===== src/mlcm_pkg.sv =====
`timescale 1ns / 1ps
`default_nettype none

package mlcm_pkg;

   // Block configuration.
   localparam int NUM_CHANNELS = 4;    // channels that have a color table, 1..4
   localparam int TABLE_DEPTH  = 256;  // entries in each channel's table, 2..256
   localparam int TBL_AW       = $clog2(TABLE_DEPTH);
   localparam int SAMPLE_COUNT = 4;    // sample fields carried by every input item

   // Result queue behind the merge chain; it covers every voxel in flight.
   localparam int FIFO_DEPTH = 16;
   localparam int FIFO_AW    = $clog2(FIFO_DEPTH);
   localparam int CREDIT_W   = FIFO_AW + 1;

   // Widths of the running sums (four 8-bit terms).
   localparam int ACC_W = 10;
   localparam int CNT_W = 3;
   localparam int LUM_W = 17;          // 30*R + 59*G + 11*B with R, G, B <= 1020

   // Luminance weights and the reciprocals that replace the divisions.
   localparam logic [6:0]  LUM_MUL_R   = 7'd30;
   localparam logic [6:0]  LUM_MUL_G   = 7'd59;
   localparam logic [6:0]  LUM_MUL_B   = 7'd11;
   localparam logic [17:0] LUM_RECIP   = 18'd167773;  // ceil(2^24 / 100)
   localparam int          LUM_SHIFT   = 24;
   localparam logic [9:0]  THIRD_RECIP = 10'd683;     // ceil(2^11 / 3)
   localparam int          THIRD_SHIFT = 11;
   localparam logic [7:0]  SAT_MAX     = 8'd255;

   typedef enum logic {
      OP_LOAD  = 1'b0,
      OP_VOXEL = 1'b1
   } opcode_type;

   typedef enum logic [2:0] {
      CSR_CHANNEL_COUNT  = 3'd0,
      CSR_BUILD_ALPHA    = 3'd1,
      CSR_ALPHA_MAX_MODE = 3'd2,
      CSR_LUMINANCE_MODE = 3'd3,
      CSR_AVG_THRESHOLD  = 3'd4
   } csr_index_type;

   // One item as it walks down the chain of channel cells.
   typedef struct packed {
      logic                              is_voxel;
      logic [SAMPLE_COUNT-1:0][7:0]      samples;
      logic [1:0]                        tbl_channel;
      logic [7:0]                        tbl_index;
      logic [23:0]                       tbl_rgb;
      logic [ACC_W-1:0]                  acc_red;
      logic [ACC_W-1:0]                  acc_green;
      logic [ACC_W-1:0]                  acc_blue;
      logic [7:0]                        max_sample;
      logic [ACC_W-1:0]                  thr_sum;
      logic [CNT_W-1:0]                  thr_count;
   } token_type;

   typedef struct packed {
      logic [2:0] chans;
      logic [7:0] threshold;
   } cell_cfg_type;

   typedef struct packed {
      logic build;
      logic max_mode;
      logic lum_mode;
   } alpha_cfg_type;

   typedef struct packed {
      logic [7:0] red;
      logic [7:0] green;
      logic [7:0] blue;
      logic [7:0] alpha;
   } result_type;

endpackage

`default_nettype wire


===== src/mlcm_alpha.sv =====
`timescale 1ns / 1ps
`default_nettype none

// Two-stage finish: saturates the color sums and builds alpha. The divisions
// by 100 and by 3 are done as reciprocal multiplies in the second stage.
module mlcm_alpha
   import mlcm_pkg::*;
(
   input  wire logic          clock,
   input  wire logic          reset,
   input  wire alpha_cfg_type cfg,
   input  wire logic          in_valid,
   input  wire token_type     in_tok,
   output logic               out_valid,
   output result_type         out_res
);

   localparam int LP_W = LUM_W + 18;
   localparam int TP_W = 2 * ACC_W;

   function automatic logic [7:0] sat8(input logic [ACC_W-1:0] v);
      return (v > ACC_W'(SAT_MAX)) ? SAT_MAX : v[7:0];
   endfunction

   logic             s1_valid_ff;
   logic [7:0]       s1_red_ff;
   logic [7:0]       s1_green_ff;
   logic [7:0]       s1_blue_ff;
   logic [LUM_W-1:0] s1_lum_num_ff;
   logic [ACC_W-1:0] s1_sum_ff;
   logic [CNT_W-1:0] s1_count_ff;
   logic [7:0]       s1_max_ff;
   logic [LUM_W-1:0] lum_num_in;

   logic             out_valid_ff;
   result_type       out_res_ff;
   result_type       out_res_in;
   logic [LP_W-1:0]  lum_prod;
   logic [ACC_W-1:0] lum;
   logic [TP_W-1:0]  third_prod;
   logic [7:0]       mean;
   logic [7:0]       alpha;

   assign lum_num_in = LUM_W'(in_tok.acc_red)   * LUM_W'(LUM_MUL_R)
                     + LUM_W'(in_tok.acc_green) * LUM_W'(LUM_MUL_G)
                     + LUM_W'(in_tok.acc_blue)  * LUM_W'(LUM_MUL_B);

   always_ff @(posedge clock) begin
      s1_red_ff     <= sat8(in_tok.acc_red);
      s1_green_ff   <= sat8(in_tok.acc_green);
      s1_blue_ff    <= sat8(in_tok.acc_blue);
      s1_lum_num_ff <= lum_num_in;
      s1_sum_ff     <= in_tok.thr_sum;
      s1_count_ff   <= in_tok.thr_count;
      s1_max_ff     <= in_tok.max_sample;
   end

   // Exact floor(x / 100) for x below 199728, and floor(x / 3) for x <= 1020.
   assign lum_prod   = LP_W'(s1_lum_num_ff) * LP_W'(LUM_RECIP);
   assign lum        = lum_prod[LUM_SHIFT +: ACC_W];
   assign third_prod = TP_W'(s1_sum_ff) * TP_W'(THIRD_RECIP);

   always_comb begin
      case (s1_count_ff)
         CNT_W'(1): mean = s1_sum_ff[7:0];
         CNT_W'(2): mean = s1_sum_ff[8:1];
         CNT_W'(3): mean = third_prod[THIRD_SHIFT +: 8];
         CNT_W'(4): mean = s1_sum_ff[9:2];
         default:   mean = 8'd0;
      endcase
   end

   always_comb begin
      alpha = 8'd0;
      if (cfg.build) begin
         if (cfg.max_mode) begin
            alpha = cfg.lum_mode ? sat8(lum) : s1_max_ff;
         end else if (s1_count_ff != '0) begin
            alpha = mean;
         end else if (cfg.lum_mode) begin
            alpha = sat8(lum);
         end
      end
      out_res_in.red   = s1_red_ff;
      out_res_in.green = s1_green_ff;
      out_res_in.blue  = s1_blue_ff;
      out_res_in.alpha = alpha;
   end

   always_ff @(posedge clock) begin
      out_res_ff <= out_res_in;
   end

   always_ff @(posedge clock) begin
      if (reset) begin
         s1_valid_ff  <= 1'b0;
         out_valid_ff <= 1'b0;
      end else begin
         s1_valid_ff  <= in_valid && in_tok.is_voxel;
         out_valid_ff <= s1_valid_ff;
      end
   end

   assign out_valid = out_valid_ff;
   assign out_res   = out_res_ff;

endmodule

`default_nettype wire


===== config.mk =====
export PLATFORM = sky130hd
export DESIGN_NAME = mlcm_alpha
export DESIGN_NICKNAME = d
export VERILOG_FILES = /design/src/mlcm_pkg.sv /design/src/mlcm_alpha.sv
export SDC_FILE = /design/constraint.sdc
export NUM_CORES = 1
export LEC_CHECK = 0
export BUFFER_PORTS_ARGS = -buffer_cell sky130_fd_sc_hd__buf_2
export CAP_MARGIN = 20
export CORE_AREA = 2 2 153 155
export CTS_CLUSTER_SIZE = 30
export DETAILED_ROUTE_END_ITERATION = 6
export DIE_AREA = 0 0 155 157
export HOLD_SLACK_MARGIN = 0.03
export MAX_ROUTING_LAYER = met4
export PLACE_DENSITY_LB_ADDON = 0.08
export SLEW_MARGIN = 20
export SYNTH_ARGS = -nofsm -noshare
export SYNTH_HDL_FRONTEND = slang
export SYNTH_SLANG_ARGS = --single-unit

===== constraint.sdc =====
create_clock -name clock -period 15.75 [get_ports clock]
set_input_delay 3.15 -clock clock [delete_from_list [all_inputs] [get_ports clock]]
set_output_delay 3.15 -clock clock [all_outputs]
set_load 0.02 [all_outputs]

# --- Yosys cells after proc, flatten, opt, wreduce, memory -nomap -nowiden ---
# Index checks and enable logic that the tools add are counted.
totals:
  output_inout_bits: 33
  inputBits: 124
  register_bits: 96
classes:
  eq_ne: 4
  n_lt_le_gt_ge: 4
  n_mux: 6
  mul: 5
  add_sub_neg: 2
  n_reduce_logical: 2
ops:
  columns: ["op", "n"]
  rows:
  - ["$gt A10 B8 Y1 const B", 4]
  - ["$mux W8", 5]
  - ["$mul A17 B18 Y34 const B", 1]
  - ["$pmux W8 S4", 1]
  - ["$mul A10 B4 Y14 const B", 2]
  - ["$mul A10 B10 Y19 const B", 1]
  - ["$add A15 B16 Y17", 1]
  - ["$add A17 B14 Y17", 1]
  - ["$mul A10 B6 Y16 const B", 1]
  - ["$eq A3 B2 Y1 const B", 2]
  - ["$eq A3 B1 Y1 const B", 1]
  - ["$eq A3 B3 Y1 const B", 1]
  - ["$reduce_bool A3 Y1", 1]
  - ["$logic_and A1 B1 Y1", 1]

# --- Depth between registers and ports, before layout ---
# Gate-level depths: netlist of the first run.
depth:
  ltp_word: 6
  mapped_depth: 25
  ltp_nobuf: 25

# --- Worst setup path after synthesis of the first run ---
# Ideal clock, no wire load.
synth_timing:
  path_type: "in2reg"
  start: "input in_tok[41] in the netlist's numbering"
  end: "register s1_lum_num_ff[15]"
  path_slack_ns: 7.330
  setup_ns: 0.072
  arrival_time_ns: 8.348
  cell_stages: 25
  path_buffers: 0
  path_cell_list: "fa_1 -> inv_1 -> fa_1 -> inv_1 -> ha_1 -> a21o_1 -> a21oi_1 -> o21ai_0 -> a21oi_1 -> nand2b_1 -> a21boi_0 -> o31a_1 -> nor2_1 -> xnor2_1 -> ha_1 -> inv_1 -> fa_1 -> inv_1 -> fa_1 -> ha_1 -> or3_1 -> a211o_1 -> a31o_1 -> a21oi_1 -> xnor2_1"
synth_between:
  elab_chain_cells: 3
synth_rtl:
  columns: ["item", "line", "text"]
  rows:
  - ["from (decl)", "mlcm_alpha.sv:13", "input wire token_type in_tok,"]
  - ["$mul A10 B4 Y14", "mlcm_alpha.sv:44", "assign lum_num_in = LUM_W'(in_tok.acc_red) * LUM_W'(LUM_MUL_R)"]
  - ["$add A15 B16 Y17", "mlcm_alpha.sv:45", "+ LUM_W'(in_tok.acc_green) * LUM_W'(LUM_MUL_G)"]
  - ["$add A17 B14 Y17", "mlcm_alpha.sv:46", "+ LUM_W'(in_tok.acc_blue) * LUM_W'(LUM_MUL_B);"]
  - ["named net lum_num_in[15]", "mlcm_alpha.sv:33", "logic [LUM_W-1:0] lum_num_in;"]
  - ["to (signal assigned)", "mlcm_alpha.sv:52", "s1_lum_num_ff <= lum_num_in;"]
  - ["to (decl)", "mlcm_alpha.sv:29", "logic [LUM_W-1:0] s1_lum_num_ff;"]
# The timed path passes the listed nets, and every way through them passes these cells.
# A chain may end at the register's enable or synchronous reset.

# --- Worst setup path in the final report of the first run ---
# Same ends and word-level chain as after synthesis.

==> results.md, run 1 <==
- Final hold vios: 0
- Max-cap viol count: 0
- Synth Flop Type: dfxtp_1
- Gr usage total: 0.2491
- Wire per inst: 15.62 µm
- CTS tree: yes
- Sinks on Clock Net: 96
- Max_slew headroom: 0.4304
- IO buf count: 90
- Setup CP Type: input port to flip-flop
- Via count: 8987
- # resized after CTS: 0
- Final wirelength: 26860 µm
- Commonest cells after routing, fill and taps aside: 373 x inv_1, 272 x ha_1, 209 x fa_1, 96 x dfxtp_1, 90 x buf_2
- Startpoint Class: input port
- Clock transition at path regs: 0.09 ns
- Largest net degree at the start of global routing: 21
- Commonest non-fill, non-tap cell in the layout: inv_1
- Synthesized area: 0.01335 mm²
- Tightest Pin Transition: 0.8525 ns
- Yosys reg bits: 96
- Hpwl dp: 23370 µm
- Slew Viols, Final: 0
- Final setup vio count: 0
- Worst clock skew: 0.01503 ns
- Nets: 2035
- Share of layout cells above drive strength 1: 0.08641
- Die area: 0.02434 mm²
- Iter 0 DRT Violations: 310
- Syn Inst Count: 1336
- Max Freq: 116.6 MHz
- CTS Hold Bufs: 0
- Seq/Total Area, Yosys: 0.1439
- Yosys top cell area share: 0.3133
- Area of the core: 0.02250 mm²
- Clock Latency Late Sink: 0.37 ns
- Io pins: 157
- Min Tclk post-route: 8.575 ns
- Setup bufs post-CTS: 0
- CP Capture Type: flip-flop
- Cell taking the most area after synthesis: fa_1
- Post-synthesis net count: 1941
- Placed cell count: 1704
- Vias in the first global route: 9599
- Outcome: completed
- Drt drc: 0
- Post-route ant nets: 0
- Initial antenna violation count: 0
- Part of the cycle the worst path needs: 0.5444
- Hold WC Path Type: flip-flop to flip-flop
- CTS Buf Count: 9
- H-tree levels: 3
- Row cnt: 55
- Crit path DAT: 8.87 ns
- Starting Density: 0.5934
- Drt via density: 5.225
- RePlAce Congestion: 0.9466
- Post-synthesis cell type count: 65
- First-pass GRT wire length: 46430 µm
- Yosys warns: 0
- RSZ-0062 raised after global routing: false
- Gr ovfl total: 0
- CP required: 16.05 ns
- Die width: 155 µm
- Area grow syn2layout: 8.143%
- DR pass1 iterations: 5
- N_diodes: 0
- Die Span Y: 157 µm
- Top area cells in the synthesized netlist: fa_1 31%, ha_1 25%, dfxtp_1 14%
- Final non-filler cell total: 1720
- Crit-path max FO: 4
- Syn avg cell area: 9.995 µm²
- Clk buf depth: 2
- Ys async rst share: 0
- Number of enable flip-flop cells after synthesis: 0
- Setup TNS: 0 ns
- Clock Root Buffer: clkbuf_16
worst max-delay path, cell delays in order:
cell and delay, ns:
buf_2 0.14, fa_1 0.56, inv_1 0.05, fa_1 0.51
inv_1 0.05, ha_1 0.26, a21o_1 0.18, a21oi_1 0.20
o21ai_0 0.12, a21oi_1 0.22, nand2b_1 0.13, a21boi_0 0.10
o31a_1 0.28, nor2_1 0.12, xnor2_1 0.08, ha_1 0.27
inv_1 0.05, fa_1 0.48, inv_1 0.06, fa_1 0.50
ha_1 0.26, or3_1 0.32, a211o_1 0.26, a31o_1 0.22
a21oi_1 0.17, xnor2_1 0.13
stage by stage:
stage / area (µm²) / setup slack (ns) / util / hold WS (ns)
2_1_floorplan: 13350 / 7.330 / - / 0.3096
3_3_place_gp: 14130 / 6.821 / 0.6281 / 0.3095
3_5_place_dp: 14130 / 6.791 / 0.6281 / 0.3121
4_1_cts: 14440 / 7.167 / 0.6417 / 0.3325
5_1_grt: 14440 / 6.871 / 0.6417 / 0.3362
6_report: 14440 / 7.175 / 0.6417 / 0.3275
cells in the mapped netlist, drive strengths merged, types with 3 or more instances:
| cell type | n |
|---|---|
| clkbuf | 6 |
| nor3b | 3 |
| o211ai | 4 |
| dfxtp | 96 |
| a21oi | 51 |
| xnor2 | 36 |
| a211oi | 7 |
| inv | 373 |
| o31a | 3 |
| o21ai | 36 |
| and2 | 5 |
| or3 | 10 |
| a21o | 12 |
| o221ai | 7 |
| a22oi | 9 |
| nand2b | 21 |
| or2 | 4 |
| fa | 209 |
| a21boi | 5 |
| nor2 | 26 |
| xor2 | 8 |
| nor3 | 12 |
| nand2 | 33 |
| nand4 | 8 |
| o21a | 5 |
| ha | 272 |
| a31oi | 9 |
| and3 | 6 |
| nand3 | 16 |
| nor2b | 12 |
worst paths after layout:
check                                        from                 to  slack, ns  cells past startpoint
worst max-delay path                   in_tok[41]  s1_lum_num_ff[15]       7.18                     26
worst min-delay path                s1_blue_ff[2]        out_res[10]       0.33                      0
worst max register to register  s1_lum_num_ff[15]         out_res[2]       9.30                     18
worst min register to register      s1_blue_ff[2]        out_res[10]       0.33                      0
cell families (layout without fill, tap and decap cells):
group | Yosys count | after routing | share of synthesized area
xor gates and xnor gates | 44 | 44 | 0.02886
DFF | 96 | 96 | 0.1439
buffers and inverters | 380 | 479 | 0.1068
adders and majority gates | 481 | 481 | 0.5682
AOI/OAI and AO/OA | 167 | 167 | 0.08452
and+or+nand+nor | 167 | 167 | 0.06691
muxes | 1 | 1 | 0.0007497
registers in the layout (all words and copies together), names as in the netlist:
name / cells
out_res: 32
s1_green_ff: 8
s1_red_ff: 8
s1_lum_num_ff: 17
s1_max_ff: 8
out_valid: 1
s1_blue_ff: 8
s1_valid_ff: 1
s1_sum_ff: 10
s1_count_ff: 3
routing by layer:
| metal | up-vias | share of wire | GRT usage |
|---|---|---|---|
| li1 | 4437 | - | - |
| met1 | 4360 | 0.47 | 0.3294 |
| met2 | 161 | 0.48 | 0.4176 |
| met3 | 29 | 0.035 | 0.02946 |
| met4 | 0 | 0.015 | 0.05247 |
| met5 | - | 0 | - |
final cells by class:
class | instances | area [µm²]
clock buffers | 9 | 225.2
well taps | 285 | 356.6
multi-input cells | 860 | 10000
repair buffers | 90 | 450.4
flip-flops and latches | 96 | 1922
inverters | 373 | 1400
fillers | 1887 | 8063
clock inverters | 7 | 81.33
Power of run 1 is not shown: default switching activity piles up to over one toggle a cycle in this logic, so the estimate is an artifact.
==> run 2: changes to the inputs <==
Settings changed: ABC_AREA set to 1, CORE_AREA 2 2 153 155 to 2 2 164 166, DIE_AREA 0 0 155 157 to 0 0 166 168.
Clock period 15.75 ns to 7.1 ns, I/O delays scaled along.
==> results.md, run 2 <==
- RePlAce Congestion: 0.9124
- Gr ovfl total: 0
- CTS tree: yes
- Min Tclk post-route: 6.569 ns
- Critical path depth: 21
- Die Span Y: 168 µm
- Vias in the first global route: 11265
- Share of layout cells above drive strength 1: 0.07936
- Worst clock skew: 0.006476 ns
- Area of the core: 0.02635 mm²
- Post-route ant nets: 0
- IO buf count: 90
- Starting Density: 0.5460
- Setup TNS: 0 ns
- CP required: 7.40 ns
- Syn avg cell area: 8.463 µm²
- Setup CP Type: input port to flip-flop
- Commonest non-fill, non-tap cell in the layout: inv_1
- Number of enable flip-flop cells after synthesis: 0
- Max_slew headroom: 0.3299
- Max reg flops: 32
- Cell taking the most area after synthesis: fa_1
- Final setup vio count: 0
- Final wirelength: 31910 µm
- Sinks on Clock Net: 96
- Synth Flop Type: dfxtp_1
- PnR worst setup slack: 0.5314 ns
- Nets: 2402
- Clock Latency Late Sink: 0.36 ns
- Syn Inst Count: 1700
- Yosys warns: 0
- Iter 0 DRT Violations: 410
- Placed inst area: 0.01525 mm²
- Crit path cell chain: buf_2, fa_1, inv_1, fa_1, fa_1, o31ai_1, buf_4, xnor2_1, fa_1, fa_1, inv_1, fa_1, ha_1, a21oi_1, o21ai_0, a21oi_1, o21ai_0, a21oi_1, nor2_1, nor2_1, xor2_1
- Yosys reg bits: 96
- Setup bufs post-CTS: 0
- Area of the multi-input gates: 0.01063 mm²
- CP Capture Type: flip-flop
- N_diodes: 0
- Via count: 10480
- Max Freq: 152.2 MHz
- Slowest cell delay on critical path: 0.57 ns
- Post-synthesis net count: 2305
- Max-cap viol count: 0
- Post-synth top cells: 479 x inv_1, 289 x nand2_1, 272 x ha_1
- Hpwl dp: 28440 µm
- Top area cells in the synthesized netlist: fa_1 29%, ha_1 24%, dfxtp_1 13%
- Top delay family on crit path: adder cells
- Buf/Inv on CP: 4
- Hold Path Depth: 0
- Synthesized area: 0.01439 mm²
- Util after Layout: 0.5908
- Drt drc: 0
- Final instance area: 0.01557 mm²
- Hold WC Path Type: flip-flop to flip-flop
- RSZ-0062 raised after global routing: false
- # resized after CTS: 0
- Die width: 166 µm
- Die area: 0.02789 mm²
- Clock Root Buffer: clkbuf_16
- First-pass GRT wire length: 54650 µm
- Outcome: completed
- Count leader, synth: inv_1
- Commonest cells after routing, fill and taps aside: 479 x inv_1, 289 x nand2_1, 272 x ha_1, 209 x fa_1, 96 x dfxtp_1
- Wire per inst: 14.89 µm
- # fillers: 2451
- Clock transition at path regs: 0.07 ns
- Post-synthesis cell type count: 40
- DR pass1 iterations: 5
- CTS Hold Bufs: 0
- CP max-delay cell: fa_1
- CTS Buf Count: 9
- Ys async rst share: 0
- H-tree levels: 3
- Initial antenna violation count: 0
- Part of the cycle the worst path needs: 0.9251
- Seq/Total Area, Yosys: 0.1336
- Slew Viols, Final: 0
- Tightest Pin Transition: 0.9975 ns
- Crit-path max FO: 4
- Crit path top cell by count: fa_1
- Register Area: 0.001922 mm²
- Pre-CTS setup slack: 0.2629 ns
- Area grow syn2layout: 8.219%
- Clk buf depth: 2
- Gr usage total: 0.2530
- Final hold vios: 0
- Row cnt: 60
- Drt via density: 4.890
- Crit path DAT: 6.86 ns
- Yosys top cell area share: 0.2908
- Largest net degree at the start of global routing: 18
- Io pins: 157
- Startpoint Class: input port
- R2r worst-path depth: 29
==> run 2: final timing paths <==
check / from / end / slack, ns
setup reg to reg: s1_lum_num_ff[3] / out_res[7] / 1.33
setup / recovery: in_tok[41] / s1_lum_num_ff[13] / 0.53
hold / removal: s1_green_ff[6] / out_res[22] / 0.32
hold reg to reg: s1_green_ff[6] / out_res[22] / 0.32
==> run 2: through the flow <==
step | cells | hold WS [ns]
4_1_cts | 2143 | 0.3250
2_1_floorplan | 1700 | 0.3096
5_1_grt | 2143 | 0.3298
3_3_place_gp | 2127 | 0.3104
3_5_place_dp | 2127 | 0.3121
6_report | 2143 | 0.3210
==> run 2: cells by family after synthesis <==
family / synth area share
DFF: 0.1336
adders and majority gates: 0.5274
xor gates and xnor gates: 0.01948
and+or+nand+nor: 0.1414
AOI/OAI and AO/OA: 0.05062
buffers and inverters: 0.1275
==> run 2: per-layer routing <==
layer,part of all wire,GRT usage,wire (µm)
met5,0,-,0
met4,0.024,0.06994,767
met3,0.027,0.02586,864
met2,0.47,0.4194,14880
met1,0.48,0.3337,15400
==> run 2: final cells by class <==
class | instances | area share
Clock buffer | 10 | 0.01471
Clock inverter | 6 | 0.005786
Inverter | 481 | 0.1160
Multi-Input combinational cell | 1117 | 0.6828
Sequential cell | 96 | 0.1234
Tap cell | 341 | 0.02740
Timing Repair Buffer | 92 | 0.02990
==> run 2: worst reg2reg max path, delay by kind of cell (launching register included) <==
family                   cells  cell delay (ns)
AND/OR/NAND/NOR             15             1.21
adder cells (fa/ha/maj)      7             3.53
flip-flops                   1             0.46
buffers and inverters        7             0.46
Power of run 2 is left out for the same reason.
